### src/rtl/rdc_pkg.sv
// Shared constants and controller/datapath interface types for the radix digit converter.
`timescale 1ns / 1ps
`default_nettype none

package rdc_pkg;

   // Default sizing
   localparam int VALUE_BITS_DEF  = 31;
   localparam int STACK_DEPTH_DEF = 32;

   // Digit and radix register width
   localparam int DIGIT_W = 6;

   // Quotient bits retired by the divider per clock
   localparam int DIV_BITS = 8;

   // Radix register reset value and smallest usable radix
   localparam logic [DIGIT_W-1:0] RADIX_RESET = 6'd8;
   localparam logic [DIGIT_W-1:0] RADIX_MIN   = 6'd2;

   // Commands from the controller to the datapath
   typedef struct packed {
      logic load;      // take a new value, clear stack
      logic div_step;  // one divider step
      logic push;      // push remainder, restart divider on quotient
      logic pop;       // read top of stack into output register
   } rdc_cmd_type;

   // Status from the datapath to the controller
   typedef struct packed {
      logic quot_zero;  // quotient register holds zero
      logic last;       // output register holds the final digit
   } rdc_stat_type;

endpackage

`default_nettype wire

### src/rtl/rdc_datapath.sv
// Datapath: radix register, multi-bit restoring divider, digit stack and output register.
`timescale 1ns / 1ps
`default_nettype none

module rdc_datapath #(
   parameter int VALUE_BITS  = rdc_pkg::VALUE_BITS_DEF,
   parameter int STACK_DEPTH = rdc_pkg::STACK_DEPTH_DEF
) (
   input  wire logic                         clock,
   input  wire logic                         reset,
   input  wire logic                         csr_wen,
   input  wire logic [rdc_pkg::DIGIT_W-1:0]  csr_wdata,
   input  wire logic [VALUE_BITS-1:0]        value,
   input  wire rdc_pkg::rdc_cmd_type         cmd,
   output rdc_pkg::rdc_stat_type             stat,
   output logic [rdc_pkg::DIGIT_W-1:0]       digit
);

   localparam int DW     = rdc_pkg::DIGIT_W;
   localparam int DIV_W  = ((VALUE_BITS + rdc_pkg::DIV_BITS - 1) / rdc_pkg::DIV_BITS)
                           * rdc_pkg::DIV_BITS;
   localparam int CNT_W  = $clog2(STACK_DEPTH + 1);
   localparam int ADDR_W = $clog2(STACK_DEPTH);

   logic [DW-1:0]     radix_ff;
   logic [DW-1:0]     radix_eff;
   logic [DIV_W-1:0]  quot_ff, quot_in;
   logic [DW-1:0]     rem_ff, rem_in;
   logic [CNT_W-1:0]  count_ff;
   logic [CNT_W-1:0]  count_dec;
   logic [DW-1:0]     digit_ff;
   logic              last_ff;
   logic [DW-1:0]     stack_mem [STACK_DEPTH];

   // Radix register; 0 and 1 divide as 2
   always_ff @(posedge clock) begin
      if (reset) begin
         radix_ff <= rdc_pkg::RADIX_RESET;
      end else if (csr_wen) begin
         radix_ff <= csr_wdata;
      end
   end

   assign radix_eff = (radix_ff < rdc_pkg::RADIX_MIN) ? rdc_pkg::RADIX_MIN : radix_ff;

   // One divider step: shift DIV_BITS dividend bits through the partial remainder
   always_comb begin
      logic [DIV_W-1:0] q;
      logic [DW:0]      r;
      q = quot_ff;
      r = {1'b0, rem_ff};
      for (int i = 0; i < rdc_pkg::DIV_BITS; i++) begin
         r = {r[DW-1:0], q[DIV_W-1]};
         q = {q[DIV_W-2:0], 1'b0};
         if (r >= {1'b0, radix_eff}) begin
            r    = r - {1'b0, radix_eff};
            q[0] = 1'b1;
         end
      end
      quot_in = q;
      rem_in  = r[DW-1:0];
   end

   assign count_dec = count_ff - CNT_W'(1);

   // Divider registers and stack pointer
   always_ff @(posedge clock) begin
      if (reset) begin
         count_ff <= '0;
      end else if (cmd.load) begin
         count_ff <= '0;
      end else if (cmd.push && (count_ff < CNT_W'(STACK_DEPTH))) begin
         count_ff <= count_ff + CNT_W'(1);
      end else if (cmd.pop) begin
         count_ff <= count_dec;
      end
   end

   always_ff @(posedge clock) begin
      if (cmd.load) begin
         quot_ff <= DIV_W'(value);
         rem_ff  <= '0;
      end else if (cmd.div_step) begin
         quot_ff <= quot_in;
         rem_ff  <= rem_in;
      end else if (cmd.push) begin
         rem_ff  <= '0;
      end
   end

   // Digit stack: remainders pushed low digit first; surplus high digits dropped
   always_ff @(posedge clock) begin
      if (cmd.push && (count_ff < CNT_W'(STACK_DEPTH))) begin
         stack_mem[count_ff[ADDR_W-1:0]] <= rem_ff;
      end
      if (cmd.pop) begin
         digit_ff <= stack_mem[count_dec[ADDR_W-1:0]];
         last_ff  <= (count_ff == CNT_W'(1));
      end
   end

   assign digit          = digit_ff;
   assign stat.quot_zero = (quot_ff == '0);
   assign stat.last      = last_ff;

endmodule

`default_nettype wire

### src/rtl/rdc_controller.sv
// Controller: sequences load, divide, push, pop and output handshake.
`timescale 1ns / 1ps
`default_nettype none

module rdc_controller #(
   parameter int VALUE_BITS = rdc_pkg::VALUE_BITS_DEF
) (
   input  wire logic                  clock,
   input  wire logic                  reset,
   input  wire logic                  req_tvalid,
   output logic                       req_tready,
   output logic                       rsp_tvalid,
   input  wire logic                  rsp_tready,
   input  wire rdc_pkg::rdc_stat_type stat,
   output rdc_pkg::rdc_cmd_type       cmd
);

   localparam int DIV_CYCLES = (VALUE_BITS + rdc_pkg::DIV_BITS - 1) / rdc_pkg::DIV_BITS;
   localparam int STEP_W     = $clog2(DIV_CYCLES + 1);

   typedef enum logic [2:0] {
      ST_IDLE,
      ST_DIVIDE,
      ST_PUSH,
      ST_READ,
      ST_SEND
   } state_type;

   state_type         state_ff;
   logic [STEP_W-1:0] step_ff;
   logic              last_step;

   assign last_step = (step_ff == STEP_W'(DIV_CYCLES - 1));

   // State register and divider step counter
   always_ff @(posedge clock) begin
      if (reset) begin
         state_ff <= ST_IDLE;
         step_ff  <= '0;
      end else begin
         unique case (state_ff)
            ST_IDLE: begin
               step_ff <= '0;
               if (req_tvalid) begin
                  state_ff <= ST_DIVIDE;
               end
            end
            ST_DIVIDE: begin
               step_ff <= step_ff + STEP_W'(1);
               if (last_step) begin
                  state_ff <= ST_PUSH;
               end
            end
            ST_PUSH: begin
               step_ff <= '0;
               // quotient zero: all digits are on the stack
               state_ff <= stat.quot_zero ? ST_READ : ST_DIVIDE;
            end
            ST_READ: begin
               state_ff <= ST_SEND;
            end
            ST_SEND: begin
               if (rsp_tready) begin
                  state_ff <= stat.last ? ST_IDLE : ST_READ;
               end
            end
            default: begin
               state_ff <= ST_IDLE;
            end
         endcase
      end
   end

   // Handshake and datapath commands decoded from state
   always_comb begin
      req_tready   = (state_ff == ST_IDLE);
      rsp_tvalid   = (state_ff == ST_SEND);
      cmd.load     = (state_ff == ST_IDLE) && req_tvalid;
      cmd.div_step = (state_ff == ST_DIVIDE);
      cmd.push     = (state_ff == ST_PUSH);
      cmd.pop      = (state_ff == ST_READ);
   end

endmodule

`default_nettype wire

### src/rtl/radix_digit_converter_top.sv
// Top level of the radix digit converter: controller, datapath and checks.
//
// Usage:
//   csr_wen/csr_wdata write the radix (reset 8; 0 and 1 act as 2). Write it
//   only while the block is idle.
//   The req_ channel takes one value per beat. For each value the rsp_
//   channel returns one beat per digit, most significant first; rsp_tlast
//   marks the least significant digit. Zero gives the single digit 0.
//   Timing: the divider retires 8 quotient bits a clock. Each digit comes
//   from the divide steps and a push onto the stack; the stack is then
//   read one digit at a time, and each digit is offered on rsp_ until
//   rsp_tready takes it. One value is worked on at a time; req_tready is
//   high only while idle.
//   Reset returns the controller to idle, empties the stack and sets the
//   radix to 8. When the receiver stalls, the current digit is held on
//   rsp_tdata/rsp_tlast until taken and no new value is accepted.
`timescale 1ns / 1ps
`default_nettype none

module radix_digit_converter_top #(
   parameter int VALUE_BITS  = rdc_pkg::VALUE_BITS_DEF,
   parameter int STACK_DEPTH = rdc_pkg::STACK_DEPTH_DEF
) (
   input  wire logic                                 clock,
   input  wire logic                                 reset,
   input  wire logic                                 csr_wen,
   input  wire logic [rdc_pkg::DIGIT_W-1:0]          csr_wdata,   // radix
   input  wire logic                                 req_tvalid,
   output logic                                      req_tready,
   input  wire logic [((VALUE_BITS+7)/8)*8-1:0]      req_tdata,   // value, zero pad
   output logic                                      rsp_tvalid,
   input  wire logic                                 rsp_tready,
   output logic [7:0]                                rsp_tdata,   // digit, zero pad
   output logic                                      rsp_tlast    // last_digit
);

   rdc_pkg::rdc_cmd_type             cmd;
   rdc_pkg::rdc_stat_type            stat;
   logic [rdc_pkg::DIGIT_W-1:0]      digit;

   rdc_controller #(
      .VALUE_BITS (VALUE_BITS)
   ) u_ctrl (
      .clock      (clock),
      .reset      (reset),
      .req_tvalid (req_tvalid),
      .req_tready (req_tready),
      .rsp_tvalid (rsp_tvalid),
      .rsp_tready (rsp_tready),
      .stat       (stat),
      .cmd        (cmd)
   );

   rdc_datapath #(
      .VALUE_BITS  (VALUE_BITS),
      .STACK_DEPTH (STACK_DEPTH)
   ) u_dp (
      .clock     (clock),
      .reset     (reset),
      .csr_wen   (csr_wen),
      .csr_wdata (csr_wdata),
      .value     (req_tdata[VALUE_BITS-1:0]),
      .cmd       (cmd),
      .stat      (stat),
      .digit     (digit)
   );

   assign rsp_tdata = 8'(digit);
   assign rsp_tlast = stat.last;

   // Never take a new value while a digit is still on offer
   a_no_overlap: assert property (@(posedge clock) disable iff (reset)
      rsp_tvalid |-> !req_tready)
      else $error("input accepted while result pending");

   // A non-final digit handed over is followed by a stack read cycle
   a_pop_gap: assert property (@(posedge clock) disable iff (reset)
      (rsp_tvalid && rsp_tready && !rsp_tlast) |=> (!rsp_tvalid && !req_tready))
      else $error("no stack read between digits");

   // The final digit returns the block to idle
   a_last_idle: assert property (@(posedge clock) disable iff (reset)
      (rsp_tvalid && rsp_tready && rsp_tlast) |=> (req_tready && !rsp_tvalid))
      else $error("not idle after last digit");

   // An accepted value produces no digit in the next cycle
   a_divide_first: assert property (@(posedge clock) disable iff (reset)
      (req_tvalid && req_tready) |=> !rsp_tvalid)
      else $error("digit before division");

endmodule

`default_nettype wire
### config.mk
export PLATFORM = sky130hd
export DESIGN_NAME = radix_digit_converter_top
export DESIGN_NICKNAME = d
export VERILOG_FILES = /design/src/rtl/rdc_pkg.sv /design/src/rtl/rdc_datapath.sv /design/src/rtl/rdc_controller.sv /design/src/rtl/radix_digit_converter_top.sv
export SDC_FILE = /design/constraint.sdc
export NUM_CORES = 1
export LEC_CHECK = 0
export ABC_AREA = 1
export BUFFER_PORTS_ARGS = -buffer_cell sky130_fd_sc_hd__buf_2
export CORE_MARGIN = 2
export CORE_UTILIZATION = 62
export CTS_CLUSTER_DIAMETER = 80
export DETAILED_ROUTE_END_ITERATION = 12
export PLACE_DENSITY = 0.85
export SLEW_MARGIN = 20
export SYNTH_ARGS = -nofsm -noshare
export SYNTH_HDL_FRONTEND = slang
export SYNTH_SLANG_ARGS = --single-unit
### constraint.sdc
create_clock -name clock -period 17.5 [get_ports clock]
set_clock_uncertainty 0.2 [all_clocks]
set_input_delay 3.5 -clock clock [delete_from_list [all_inputs] [get_ports clock]]
set_output_delay 3.5 -clock clock [all_outputs]
set_load 0.005 [all_outputs]
# Word level (Yosys, flattened, before mapping)
# Memories as Yosys holds them, arrays and structs flattened. A register that Yosys moved wholly into a read port is not among the register bits.
# Cells that the tools add are included.
[totals]
wordCells = 82
output_inout_bits = 11
reg_bits = 57
mem_bits_rw = 192
memories = 1
[classes]
eq_ne = 9
mux = 32
reduce_logical = 11
order_cmp = 10
add_sub_neg = 11
[mem_list]
columns = ["name", "words", "width", "read_ports", "rd_clocked_by_memory_dff", "write_ports", "line", "rtl"]
rows = [
  ["u_dp.stack_mem", 32, 6, 1, 1, 1, "rdc_datapath.sv:33", "logic [DW-1:0] stack_mem [STACK_DEPTH];"],
]
[op_table]
columns = ["cell", "count"]
rows = [
  ["$mux 6", 13],
  ["$mux 31", 2],
  ["$ge 7x6->1", 8],
  ["$sub 6x6->6", 8],
  ["$logic_not 32->1", 1],
  ["$pmux 3 s5", 1],
  ["$mux 1", 10],
  ["$eq 3x2->1 const B", 3],
  ["$mux 3", 3],
  ["$reduce_bool 2->1", 4],
  ["$add 6x1->6 const B", 1],
  ["$eq 6x1->1 const B", 1],
  ["$lt 6x2->1 const B", 1],
  ["$lt 6x6->1 const B", 1],
  ["$pmux 3 s2", 1],
  ["$sub 6x1->6 const B", 1],
  ["$mux 2", 2],
  ["$ne 2x1->1 const B", 2],
  ["$reduce_or 2->1", 2],
  ["$add 3x1->3 const B", 1],
  ["$eq 3x1->1 const B", 1],
  ["$eq 3x3->1 const B", 1],
  ["$logic_not 3->1", 1],
  ["$reduce_and 3->1", 1],
  ["other kinds (2)", 3],
]

# Depth between registers and ports, before layout
# Gate-level depths: netlist (run 1).
[depth]
ltp_word = 20
depth_mapped = 92
mapped_depth_nobuf = 91

# Cells and area by module
# Synthesis (run 1) repeated with hierarchy kept, for this count alone.
[unflattened]
cells_unflattened = 1356
hier_area_um2 = 13347.8
[modules_own_cells]
columns = ["mod", "cells_per_inst", "area_per_inst_um2", "instances"]
rows = [
  ["rdc_datapath", 1297, 12938.7, 1],
  ["rdc_controller", 56, 390.4, 1],
  ["radix_digit_converter_top", 3, 18.8, 1],
]

# Worst setup path before layout (run 1)
# No wires, ideal clock.
[synth_timing]
path_type = "register -> register"
start = "reg u_dp.radix_ff[5]"
end = "reg u_dp.rem_ff[1]"
path_buffers = 1
synth_period_minus_slack_ns = 13.370
required_ns = 17.168
slack_ns = 4.130
path_stages_with_launch = 87
setup_ns = 0.132
arrival_ns = 13.038
path_cell_list = "dfxtp_1 -> inv_1 -> nand3_1 -> nand2_1 -> inv_1 -> ha_1 -> nand2_1 -> nand2_1 -> nand3_2 -> nand3_2 -> buf_6 -> o21ai_1 -> inv_1 -> ha_1 -> a21oi_1 -> nor2_1 -> nor2_1 -> inv_1 -> [... 51 more ...] -> a21boi_0 -> inv_1 -> nor2_2 -> nand3_1 -> nand2_1 -> inv_1 -> ha_1 -> nand2_1 -> o21ai_0 -> a21oi_1 -> o21bai_1 -> nand2_1 -> o311ai_0 -> inv_1 -> nand3_4 -> nand2_1 -> nand3_1 -> a21oi_1"
[synth_between]
elab_chain_cells = 19
[synth_rtl]
columns = ["element", "line", "rtl"]
rows = [
  ["from (decl)", "rdc_datapath.sv:25", "logic [DW-1:0] radix_ff;"],
  ["from (signal assigned)", "rdc_datapath.sv:38", "radix_ff <= rdc_pkg::RADIX_RESET;"],
  ["from (signal assigned)", "rdc_datapath.sv:40", "radix_ff <= csr_wdata;"],
  ["$lt 6x2->1", "rdc_datapath.sv:44", "assign radix_eff = (radix_ff < rdc_pkg::RADIX_MIN) ? rdc_pkg::RADIX_MIN : radix_ff;"],
  ["$mux 6 (*)", "rdc_datapath.sv:44", ""],
  ["$sub 6x6->6 / $ge 7x6->1 (equally long branches)", "rdc_datapath.sv:56, rdc_datapath.sv:55", ""],
  ["$mux 6", "rdc_datapath.sv:55", "if (r >= {1'b0, radix_eff}) begin"],
  ["$sub 6x6->6 / $ge 7x6->1 (equally long branches)", "rdc_datapath.sv:56, rdc_datapath.sv:55", ""],
  ["$mux 6", "rdc_datapath.sv:55", ""],
  ["$sub 6x6->6 / $ge 7x6->1 (equally long branches)", "rdc_datapath.sv:56, rdc_datapath.sv:55", ""],
  ["$mux 6", "rdc_datapath.sv:55", ""],
  ["[... 3 more ...]", "-", ""],
  ["$mux 6", "rdc_datapath.sv:55", ""],
  ["$sub 6x6->6 / $ge 7x6->1 (equally long branches)", "rdc_datapath.sv:56, rdc_datapath.sv:55", ""],
  ["$mux 6", "rdc_datapath.sv:55", ""],
  ["$ge 7x6->1 / $sub 6x6->6 (equally long branches)", "rdc_datapath.sv:55, rdc_datapath.sv:56", ""],
  ["$mux 6", "rdc_datapath.sv:55", ""],
  ["$sub 6x6->6 / $ge 7x6->1 (equally long branches)", "rdc_datapath.sv:56, rdc_datapath.sv:55", ""],
  ["$mux 6 (*)", "rdc_datapath.sv:55", ""],
  ["$mux 6 (*)", "rdc_datapath.sv:83", "end else if (cmd.div_step) begin"],
  ["to (signal assigned)", "rdc_datapath.sv:85", "rem_ff <= rem_in;"],
  ["to (decl)", "rdc_datapath.sv:28", "logic [DW-1:0] rem_ff, rem_in;"],
]
# Mark *: on every way between the ends. The rest lies on a longest branch, timed or not.
# A chain may end at the register's enable or synchronous reset.

# Worst setup path in the final report (run 1)
[layout_timing]
start = "reg u_dp.radix_ff[5]"
end = "reg u_dp.rem_ff[3]"
# Same word-level chain as after synthesis.

==> results.yml, run 1 <==
critical_path:
  worst_setup_path_end_kind: "flip-flop"
  cpPeakStageDelay_ns: 0.59
  worstPathMaxFanout: 12
  crit_arrival_ns: 16.10
  crit_path_top_delay_cell: "a221oi_1"
  critPathMostFrequentCell: "inv_1"
  cp-start-kind: "flip-flop"
  crit_type: "flip-flop to flip-flop"
  worstPathRequired_ns: 17.65
final_layout:
  final_common_cell: "edfxtp_1"
  nNetsFinal: 1444
  diodes: 0
  final_cell_mix: "edfxtp_1 (230), nand2_1 (223), nor2_1 (191), inv_1 (108), o21ai_0 (97)"
  drive_gt1_frac: 0.09875
  design_area_mm2: 0.01449
  fillers: 1464
  area_growth_pct: 9.878
synthesis:
  async_reset_ff_frac: 0
  ys_seq_elements: 255
  synth_mux_area_frac: 0.01442
  synthAdderAreaFrac: 0.06434
  synth_edf_count: 230
  synth.avg_cell_area_um2: 10.15
  synthFlopType: "edfxtp_1"
  synth-compound-area-share: 0.1167
  synth-xor-area-share: 0.02059
  syn_inst: 1299
  synth_top_family_by_area: "simple AND/OR/NAND/NOR gates"
  synth.distinct_cells: 51
  netlist_area_mm2: 0.01319
  yosys.area_share.simple: 0.1749
  synth-seq-area-share: 0.5618
  yosysWarnings: 0
global_routing:
  grt_max_degree: 102
  antenna_found_initial: 0
  grt_pass1_wl_um: 48850
  grt_pass1_vias: 9446
  grt_use_total: 0.2760
  grt.overflow.total: 0
timing:
  fmax_ghz: 0.06269
  max_slew_margin: 0.2495
  finalSetupViolCount: 0
  maxSlewViolCount: 0
  fin_tns_setup_ns: 0
  period_needed_ns: 15.95
  rsz0062_at_grt: "no"
  worst_pin_slew_ns: 1.126
  hold_viol: 0
  period_share: 0.9115
  setup_slack_ns: 1.549
place:
  pre_cts_ws_ns: 1.844
  place_hpwl_um: 19670
  portBuffers: 50
  dpl-instance-area_mm2: 0.01368
  place.gp.congestion: 0.9281
clocking:
  postCtsSetupBuffers: 0
  holdBufCountCts: 0
  clk_latency_ns: 0.53
  cts_resized: 0
  path_clk_slew_ns: 0.06
  clkSinkCount: 255
  cts-root-buf: "clkbuf_16"
  htreeDepth: 1
  cts_buffer_depth: 3
  cts_buffers: 25
  cts_tree: "done"
route:
  num_vias: 9920
  wl_per_cell_um: 18.78
  firstDrtPassIters: 5
  drc: 0
  drt_iter0_drc: 1150
  routed_wl_um: 30650
  via_per_inst: 6.078
  final_antenna_net_count: 0
hold_path:
  hp-class: "flip-flop to flip-flop"
floorplan:
  die_x_um: 149.8
  die_h_um: 149.8
  coreArea_mm2: 0.02096
  initial_core_util: 0.6292
  io_pins: 54
  die-area_mm2: 0.02245
  std_cell_rows: 53
status:
  status: "complete, no violations"
job:
  drv_cap: 0
-- synthesized netlist by cell type (14+ instances only) --
cell type,number,share of area
nor2_1,191,0.054
xor2_1,18,0.012
o221ai_1,19,0.013
a31oi_1,15,0.0071
mux2i_1,19,0.014
nand2_1,223,0.063
o211ai_1,17,0.0097
inv_1,109,0.031
a21oi_1,44,0.017
edfxtp_1,230,0.52
o32ai_1,29,0.019
nand3_1,44,0.017
clkbuf_1,44,0.013
ha_1,55,0.052
o21ai_0,97,0.037
nand4_1,14,0.0066
dfxtp_1,25,0.038
-- registers in the layout, indices dropped and copies added (netlist names) --
register and cells:
u_dp.radix_ff 6, u_ctrl.state_ff 3, u_dp.quot_ff 32, u_dp.digit 6, u_dp.count_ff 6, u_ctrl.step_ff 3
u_dp.rem_ff 6, u_dp.stack_mem 192, u_dp.last_ff 1
-- path summary, 6_finish.rpt --
kind                       endpoint  cells after the start  slack, ns               from
setup / recovery     u_dp.rem_ff[3]                     85       1.55   u_dp.radix_ff[5]
setup reg to reg     u_dp.rem_ff[3]                     85       1.55   u_dp.radix_ff[5]
hold reg to reg   u_ctrl.step_ff[1]                      2       0.28  u_ctrl.step_ff[1]
hold / removal    u_ctrl.step_ff[1]                      2       0.28  u_ctrl.step_ff[1]
-- logic make-up (layout without fill, tap and decap cells) --
family	after synthesis	after routing
AO/OA/AOI/OAI	246	246
XOR/XNOR	31	31
buffers and inverters	161	218
other	1	2
multiplexers	19	19
AND/OR/NAND/NOR	523	523
flip-flops	255	255
adder cells (fa/ha/maj)	63	63
-- metal layers --
metal / share of wire / track usage / up-vias / routed length (µm)
li1: - / - / 4678 / -
met1: 0.40 / 0.3734 / 4665 / 12150
met2: 0.49 / 0.4694 / 507 / 15060
met3: 0.081 / 0.03354 / 70 / 2482
met4: 0.031 / 0.08538 / 0 / 952
met5: 0 / 0 / - / 0
-- critical path, delay by kind of cell (launching register included) --
family	cells	cell delay, ns
compound gates	30	6.31
fa+ha+maj	8	2.75
buf+inv	14	1.56
flops	1	0.30
simple gates	33	4.65
-- through the flow --
stage,hold slack (ns),std cells,utilization
after floorplan,0.2321,1300,-
after global placement,0.2471,1586,0.6530
after detailed placement,0.2670,1586,0.6530
after CTS,0.2764,1632,0.6911
after global routing,0.3026,1632,0.6914
final,0.2777,1632,0.6914
-- final cells by class --
type                    instances  area (µm²)  share of cell area
flip-flops and latches        255        7412              0.5116
multi-input cells             884        5180              0.3575
clock buffers                  35       705.7             0.04871
inverters                     110       412.9             0.02850
well taps                     275       344.1             0.02375
repair buffers                 62       340.3             0.02349
clock inverters                11       92.59            0.006391
Power of run 1 is not shown: default switching activity piles up to over one toggle a cycle in this logic, so the estimate is an artifact.
==> run 2, diff against run 1 <==
Clock period 17.5 ns to 19.62 ns, I/O delays scaled along.
==> results.yml, run 2 (synthesis gave the netlist of run 1 again) <==
status:
  status: "complete, no violations"
timing:
  max_slew_margin: 0.3024
  setup_slack_ns: 2.907
  fmax_ghz: 0.05983
  fin_tns_setup_ns: 0
  maxSlewViolCount: 0
  finalSetupViolCount: 0
  period_needed_ns: 16.71
  worst_pin_slew_ns: 1.043
  rsz0062_at_grt: "no"
  hold_viol: 0
  period_share: 0.8518
clocking:
  clkSinkCount: 255
  htreeDepth: 1
  cts_buffers: 25
  holdBufCountCts: 0
  cts_buffer_depth: 3
  clk_latency_ns: 0.52
  postCtsSetupBuffers: 0
  cts-root-buf: "clkbuf_16"
  cts_tree: "done"
  cts_resized: 0
  path_clk_slew_ns: 0.06
final_layout:
  diodes: 0
  drive_gt1_frac: 0.09735
  final_common_cell: "edfxtp_1"
  largest_reg_flops: 192
  fillers: 1515
  final_cell_mix: "edfxtp_1 (230), nand2_1 (223), nor2_1 (191), inv_1 (108), o21ai_0 (97)"
  final_core_util: 0.6889
  fin_cells: 1631
  nNetsFinal: 1444
  area_growth_pct: 9.480
route:
  via_per_inst: 6.158
  routed_wl_um: 31710
  num_vias: 10040
  final_antenna_net_count: 0
  drc: 0
  drt_iter0_drc: 1169
  firstDrtPassIters: 6
  wl_per_cell_um: 19.44
place:
  dp_cells: 1586
  portBuffers: 50
  pre_cts_ws_ns: 3.287
  place.gp.congestion: 0.9233
  place_hpwl_um: 20130
hold_path:
  hp-class: "flip-flop to flip-flop"
  whs_path_depth: 1
  hold_start: "u_ctrl.step_ff[0]"
  hold_end: "u_ctrl.step_ff[0]"
global_routing:
  grt_pass1_vias: 9651
  grt.overflow.total: 0
  grt_use_total: 0.2824
  grt_pass1_wl_um: 49330
  antenna_found_initial: 0
  grt_max_degree: 99
floorplan:
  die_h_um: 149.8
  std_cell_rows: 53
  die-area_mm2: 0.02245
  io_pins: 54
  die_x_um: 149.8
  coreArea_mm2: 0.02096
  initial_core_util: 0.6292
critical_path:
  cp-start-kind: "flip-flop"
  crit_arrival_ns: 16.86
  rrSetupSlack_ns: 2.91
  worstPathMaxFanout: 12
  r2r.worst_path.cells: 85
  rr_startpoint: "u_dp.radix_ff[5]"
  cpPeakStageDelay_ns: 0.63
  crit_path_top_delay_cell: "a221oi_1"
  r2r-end: "u_dp.rem_ff[3]"
  worst_setup_path_end_kind: "flip-flop"
  worstPathRequired_ns: 19.77
  critPathMostFrequentCell: "inv_1"
  crit_type: "flip-flop to flip-flop"
job:
  drv_cap: 0
==> run 2: changes by cell type in the layout (fill, tap and decap cells not counted) <==
cell	delta
clkbuf_8	+1
clkbuf_16	-2
clkinv_2	+1
clkbuf_1	+2
dfxtp_2	-1
inv_16	-1
clkinv_1	-2
dfxtp_1	+1
==> run 2: stage by stage <==
stage / area [µm²] / hold WS [ns]
global placement: 13680 / 0.2464
global route: 14440 / 0.3019
floorplan: 13190 / 0.2321
detailed placement: 13680 / 0.2531
CTS: 14430 / 0.2666
finish: 14440 / 0.2668
==> run 2: how the worst max path moves through the flow <==
stage,from,endpoint,slack [ns],cells past startpoint
floorplan,u_dp.radix_ff[5],u_dp.rem_ff[1],6.25,86
CTS,u_dp.radix_ff[5],u_dp.rem_ff[3],3.25,85
detailed placement,u_dp.radix_ff[5],u_dp.rem_ff[3],3.29,85
global placement,u_dp.radix_ff[5],u_dp.rem_ff[4],3.74,85
global route,u_dp.radix_ff[5],u_dp.rem_ff[4],1.49,86
finish,u_dp.radix_ff[5],u_dp.rem_ff[3],2.91,85
==> run 2: cell type report <==
type,count,area [µm²],share of cell area
Sequential cell,255,7411,0.5134
Multi-Input combinational cell,884,5180,0.3588
Inverter,110,412.9,0.02860
Tap cell,275,344.1,0.02384
Clock inverter,9,70.07,0.004854
Clock buffer,36,676.9,0.04689
Timing Repair Buffer,62,340.3,0.02358
==> run 2: layer usage <==
| layer | up-vias | global-route usage | part of all wire |
|---|---|---|---|
| li1 | 4668 | - | - |
| met1 | 4752 | 0.3707 | 0.38 |
| met2 | 514 | 0.4829 | 0.50 |
| met3 | 109 | 0.03476 | 0.080 |
| met4 | 0 | 0.1075 | 0.038 |
| met5 | - | 0 | 0 |
==> run 2: critical path: cells and delay by family, from the launching register on <==
| kind | cells | cell delay, ns |
|---|---|---|
| buffers and inverters | 14 | 1.79 |
| AND/OR/NAND/NOR | 33 | 5.04 |
| flip-flops | 1 | 0.30 |
| adder cells (fa/ha/maj) | 8 | 2.74 |
| AO/OA/AOI/OAI | 30 | 6.48 |
Power of run 2 is left out for the same reason.
